### config.mk
export PLATFORM = sky130hd
export DESIGN_NAME = apsp_relax
export DESIGN_NICKNAME = d
export VERILOG_FILES = /design/src/rtl/apsp_pkg.sv /design/src/rtl/apsp_relax.sv
export SDC_FILE = /design/constraint.sdc
export NUM_CORES = 1
export LEC_CHECK = 0
export BUFFER_PORTS_ARGS = -buffer_cell sky130_fd_sc_hd__buf_2
export CAP_MARGIN = 0
export CORE_MARGIN = 4
export CORE_UTILIZATION = 55
export DETAILED_ROUTE_END_ITERATION = 7
export PLACE_DENSITY = 0.88
export SLEW_MARGIN = 20
export SYNTH_ARGS = -nofsm -noshare
export SYNTH_HDL_FRONTEND = slang
export SYNTH_SLANG_ARGS = --single-unit
### constraint.sdc
create_clock -name vclk -period 10.1
set_clock_uncertainty 0.2 [all_clocks]
set_input_delay 0.505 -clock vclk [all_inputs]
set_output_delay 0.505 -clock vclk [all_outputs]
set_load 0.05 [all_outputs]
### src/rtl/apsp_pkg.sv
// Shared constants, types and address helper for the shortest path unit.
package apsp_pkg;

  localparam int MAX_VERTICES = 64;
  localparam int VTX_W        = $clog2(MAX_VERTICES);
  localparam int DEPTH        = MAX_VERTICES * MAX_VERTICES;
  localparam int ADDR_W       = $clog2(DEPTH);
  localparam int CNT_W        = $clog2(MAX_VERTICES + 1);
  localparam int MARK_W       = $clog2(MAX_VERTICES + 1);
  localparam int DATA_W       = 32;
  localparam int FIELD_VTX_W  = 6;
  localparam int CFG_W        = 7;

  localparam logic signed [DATA_W-1:0] NO_EDGE  = 32'sh7FFF_FFFF;
  localparam logic signed [DATA_W-1:0] MIN_DIST = 32'sh8000_0000;

  localparam logic [1:0] OP_WRITE = 2'd0;
  localparam logic [1:0] OP_RUN   = 2'd1;
  localparam logic [1:0] OP_READ  = 2'd2;

  typedef struct packed {
    logic                     we;
    logic [ADDR_W-1:0]        waddr;
    logic signed [DATA_W-1:0] wdata;
    logic [ADDR_W-1:0]        raddr_a;
    logic [ADDR_W-1:0]        raddr_b;
  } dmem_req_t;

  typedef struct packed {
    logic              we;
    logic [ADDR_W-1:0] waddr;
    logic [MARK_W-1:0] wdata;
    logic [ADDR_W-1:0] raddr;
  } mmem_req_t;

  function automatic logic [ADDR_W-1:0] vtx_addr(input logic [VTX_W-1:0] r,
                                                 input logic [VTX_W-1:0] c);
    return ADDR_W'(r) * ADDR_W'(MAX_VERTICES) + ADDR_W'(c);
  endfunction

endpackage

### src/rtl/apsp_relax.sv
// Relaxation step: saturating path sum and strict-improvement compare.
module apsp_relax (
  input  logic signed [apsp_pkg::DATA_W-1:0] d_ik,
  input  logic signed [apsp_pkg::DATA_W-1:0] d_kj,
  input  logic signed [apsp_pkg::DATA_W-1:0] d_ij,
  output logic signed [apsp_pkg::DATA_W-1:0] cand,
  output logic                               take
);
  import apsp_pkg::*;

  logic signed [DATA_W:0] sum;

  always_comb begin
    sum = $signed({d_ik[DATA_W-1], d_ik}) + $signed({d_kj[DATA_W-1], d_kj});
    if (d_ik == NO_EDGE || d_kj == NO_EDGE) begin
      cand = NO_EDGE;
    end else if (sum > $signed({NO_EDGE[DATA_W-1], NO_EDGE})) begin
      cand = NO_EDGE;
    end else if (sum < $signed({MIN_DIST[DATA_W-1], MIN_DIST})) begin
      cand = MIN_DIST;
    end else begin
      cand = sum[DATA_W-1:0];
    end
    take = cand < d_ij;
  end

endmodule

## Word-level counts from Yosys, hierarchy flattened

Cells that the tools add are included.

| cells by class | value |
|---|---|
| add/subtract/negate cells | 1 |
| multiply operators | 0 |
| divide/modulo/power cells | 0 |
| order comparisons | 3 |
| equal/unequal tests | 2 |
| shift operators | 0 |
| muxes and demuxes | 3 |
| bitwise logic cells | 0 |
| reduce and logical (&&, ||, !) cells | 1 |

Operators by type and width:

| cell | count |
|---|---|
| $mux W32 | 3 |
| $eq A32 B32 Y1 const B | 2 |
| $add A32 B32 Y33 | 1 |
| $gt A33 B32 Y1 const B | 1 |
| $lt A33 B32 Y1 const B | 1 |
| $lt A32 B32 Y1 | 1 |
| $logic_or A1 B1 Y1 | 1 |

| word-level totals | value |
|---|---|
| flip-flop bits (word level) | 0 |
| bits in latches | 0 |
| bits in writable memories | 0 |
| memory bits (read-only) | 0 |
| input port bits | 96 |
| logic and storage cells | 10 |
| memories | 0 |

## Longest topological paths before layout

| logic depth | value |
|---|---|
| word-level depth | 6 |
| gate-level depth with buffers | 23 |
| mapped depth without buffers | 22 |

## Least setup slack after synthesis

Ideal clock, no wire load.

| timing path | value |
|---|---|
| kind | input -> output |
| start | in d_ik[0] (netlist bit) |
| end | out take |
| arrival time | 6.070 ns |
| required time | 9.395 ns |
| slack | 3.325 ns |
| cell stages on the path | 22 |
| path buffers | 1 |
| path through | ha_1 > inv_1 > fa_1 > nand2b_1 > a21oi_2 > o221ai_2 > o31a_1 > or4_4 > a21oi_4 > nand2_1 > o211ai_2 > buf_6 > a21o_1 > ha_1 > a21o_1 > a21o_1 > a21o_1 > a221oi_1 > a2111oi_0 > a221oi_1 > o211ai_1 > o41ai_2 |

| on the way | value |
|---|---|
| word-level cells in the longest chain between the ends | 6 |
| elaborated cells on any way between the ends | 9 |
| those cells by class | add/sub: 1; order compare: 3; eq/ne: 1; mux: 3; reduce/logical: 1 |

RTL lines:

| item | RTL line | text |
|---|---|---|
| start: declaration | apsp_relax.sv:3 | `input logic signed [apsp_pkg::DATA_W-1:0] d_ik,` |
| $add A32 B32 Y33 | apsp_relax.sv:14 | `sum = $signed({d_ik[DATA_W-1], d_ik}) + $signed({d_kj[DATA_W-1], d_kj});` |
| $lt A33 B32 Y1 | apsp_relax.sv:19 | `end else if (sum < $signed({MIN_DIST[DATA_W-1], MIN_DIST})) begin` |
| $mux W32 | apsp_relax.sv:19 |  |
| $mux W32 | apsp_relax.sv:17 | `end else if (sum > $signed({NO_EDGE[DATA_W-1], NO_EDGE})) begin` |
| $mux W32 (*) | apsp_relax.sv:15 | `if (d_ik == NO_EDGE \|\| d_kj == NO_EDGE) begin` |
| named net cand (one bit) | apsp_relax.sv:6 | `output logic signed [apsp_pkg::DATA_W-1:0] cand,` |
| $lt A32 B32 Y1 (*) | apsp_relax.sv:24 | `take = cand < d_ij;` |
| end: declaration | apsp_relax.sv:7 | `output logic take` |

Mark *: on every way through the listed nets, which the timed path passes. The rest lies on a longest branch.

## Worst setup path in the final report

| timing path | value |
|---|---|
| start | in d_ik[0] (netlist bit) |
| end | out take |

| on the way | value |
|---|---|
| word-level cells in the longest chain between the ends | 6 |
| elaborated cells on any way between the ends | 9 |
| those cells by class | add/sub: 1; order compare: 3; eq/ne: 1; mux: 3; reduce/logical: 1 |

RTL lines:

| item | RTL line |
|---|---|
| $add A32 B32 Y33 | apsp_relax.sv:14 |
| $lt A33 B32 Y1 | apsp_relax.sv:19 |
| $mux W32 | apsp_relax.sv:19 |
| $mux W32 | apsp_relax.sv:17 |
| $mux W32 (*) | apsp_relax.sv:15 |
| $lt A32 B32 Y1 (*) | apsp_relax.sv:24 |

Every way passes the cells marked *; elsewhere a longest branch is shown, timed or not.

==> results.toml <==
[run_status]
status = "completed"

[grt]
met3_usage_pct = 1.66
met1_usage_pct = 38.1
grt_overflow = 0
grt_busiest_layer = "met2"
grtUsageTotal_pct = 28.6
antenna_found_initial = 0
grt_use_met2_pct = 51.7
grt_pass1_wl_um = 15500
grt_pass1_vias = 3450
grt_max_degree = 26

[sta]
final-max-slew-violation-count = 0
rsz0062_at_grt = "false"
tightestPinTransition_ns = 0.556
finalHoldViolations = 0
max-slew-margin-rel_pct = 62.0
period_share_pct = 66.9
setup_tns_ns = 0
holdWs_ns = 1.37
setup_viol = 0
fin_crit_ns = 6.75
fmax_ghz = 0.148

[floorplan]
rows = 26
initial_core_util_pct = 57.0
coreArea_mm2 = 0.00514
die_w_um = 81.0
io_pins = 129
die_area_mm2 = 0.00656
fp.dieH_um = 81.0

[synthesis]
synth_most_common_cell = "ha_1"
synth.avg_cell_area_um2 = 7.16
yosys_warnings = 0
synth_area_mm2 = 0.00293
synthTopCellsByCount = "63 x ha_1, 46 x inv_1, 43 x a21o_1"
synthTopCellsByArea = "ha_1 27%, a21o_1 11%, a21oi_1 6.5%, inv_1 5.9%, xnor2_1 5.1%"
ys_seq_area_share_pct = 0
synth_area_leader_cell = "ha_1"
syn-num-nets = 569
yosysTopAreaCellShare_pct = 26.9
netlist_instances = 409
ys_types = 55

[hold_path]
hold_class = "in -> out"

[route]
firstDrtPassIters = 5
post_drt_wl_per_cell_um = 16.3
vias_per_cell = 6.03
vias = 3625
post-route-drc-count = 0
ant_nets = 0
drtIter0Drc = 221
totalWireLength_um = 9820

[placement]
routabilityCongestion = 0.935
hpwl_um = 8650
port_buffers = 129

[setup_path]
critPathBufInv = 4
max_stage_delay_ns = 0.57
path_cells = "buf_2 -> ha_1 -> inv_1 -> fa_1 -> nand2b_1 -> a21oi_2 -> o221ai_2 -> o31a_1 -> or4_4 -> nand3_2 -> nor2_1 -> a21oi_2 -> buf_4 -> a21o_1 -> ha_1 -> a21o_1 -> a21o_1 -> a21o_1 -> a221oi_1 -> a2111oi_0 -> a221oi_1 -> o211ai_1 -> o41ai_2 -> buf_2"
arrival_ns = 6.05
crit_top_cell = "a21o_1"
cpLargestDelayFamily = "compound AO/OA/AOI/OAI gates"
crit_fanout = 25
cp.required_ns = 9.40
worstSetupPathType = "in -> out"
cp-start-kind = "primary input"
slowest_stage = "or4_4"
end_kind = "primary output"

[clocking]
post_cts_buffers = 0
ctsHoldBuffers = 0
cts_resized = 0

[cells_and_area]
ff_latch_area_um2 = 0
drive_above_1_share_pct = 26.6
nets = 693
antenna_cells = 0
design.seq.count = 0
n_clock_buffer = 0
area_growth_pct = 23.4

[pwr]
leakage_nw = 2.02
power_density_mw_per_mm2 = 127
ir_worst_vdd_mv = 0.117
power_mw = 0.461

[run]
drv_cap = 0
-- power by group --
group	internal, mW	leakage [nW]	switching (mW)
Clock	0	0	0
Combinational	0.154	2.02	0.307
Sequential	0	0	0
-- layout make-up --
class,instances,area [um2]
Tap cell,70,87.6
Inverter,46,173
Timing Repair Buffer,131,661
Fill cell,482,1530
Multi-Input combinational cell,354,2690
-- logic make-up (layout without fill, tap and decap cells) --
family / after synthesis / in the layout / synth area share, %
AO/OA/AOI/OAI: 151 / 151 / 35.9
adder cells (fa/ha/maj): 64 / 64 / 27.6
AND/OR/NAND/NOR: 113 / 113 / 20.7
XOR/XNOR: 26 / 26 / 7.77
buffers and inverters: 55 / 177 / 8.07
-- layout by cell type, fill, tap and decap left out, types with 2 or more instances in the layout --
cell	instances
ha_1	63
buf_4	2
and3_1	5
a211oi_1	3
inv_1	46
nor3_1	2
a21oi_2	2
nor2b_1	5
and2_1	3
nand4_1	21
nand2b_1	5
nand3_1	10
a221oi_1	3
a21oi_1	38
nor2_1	19
or3_1	4
o31a_1	2
a31o_1	3
xnor2_1	17
o211ai_1	6
buf_2	129
nor4_1	4
nand2_1	25
a221o_1	2
a22oi_1	2
a31oi_1	4
xor2_1	9
o21a_1	5
nor3b_1	2
o21bai_1	8
nand4b_1	2
o21ai_0	16
and4_1	2
a21o_1	43
-- stage by stage --
stage | setup WS, ns | instance area [um2] | cells | util [%]
global placement | 3.48 | 3610 | 601 | 70.3
floorplan | 3.33 | 2930 | 409 | -
finish | 3.35 | 3610 | 601 | 70.3
CTS | 3.33 | 3610 | 601 | 70.3
detailed placement | 3.32 | 3610 | 601 | 70.3
global route | 2.97 | 3610 | 601 | 70.3
-- per-layer routing --
layer,up-vias,share of wire [%]
met5,-,0
met4,0,1.2
met2,121,47
met3,12,5.7
met1,1701,46
li1,1791,-
-- tightest hold or removal path: cells and delay by family --
kind / cells / cell delay [ns]
AO/OA/AOI/OAI: 2 / 0.25
buffers and inverters: 2 / 0.30
-- path summary, 6_finish.rpt --
check,start,end,slack (ns),depth (start not counted)
worst max-delay path,d_ik[0],take,3.35,24
worst min-delay path,d_ij[0],take,1.37,4
Note: power is estimated with default switching activity, not from simulation.
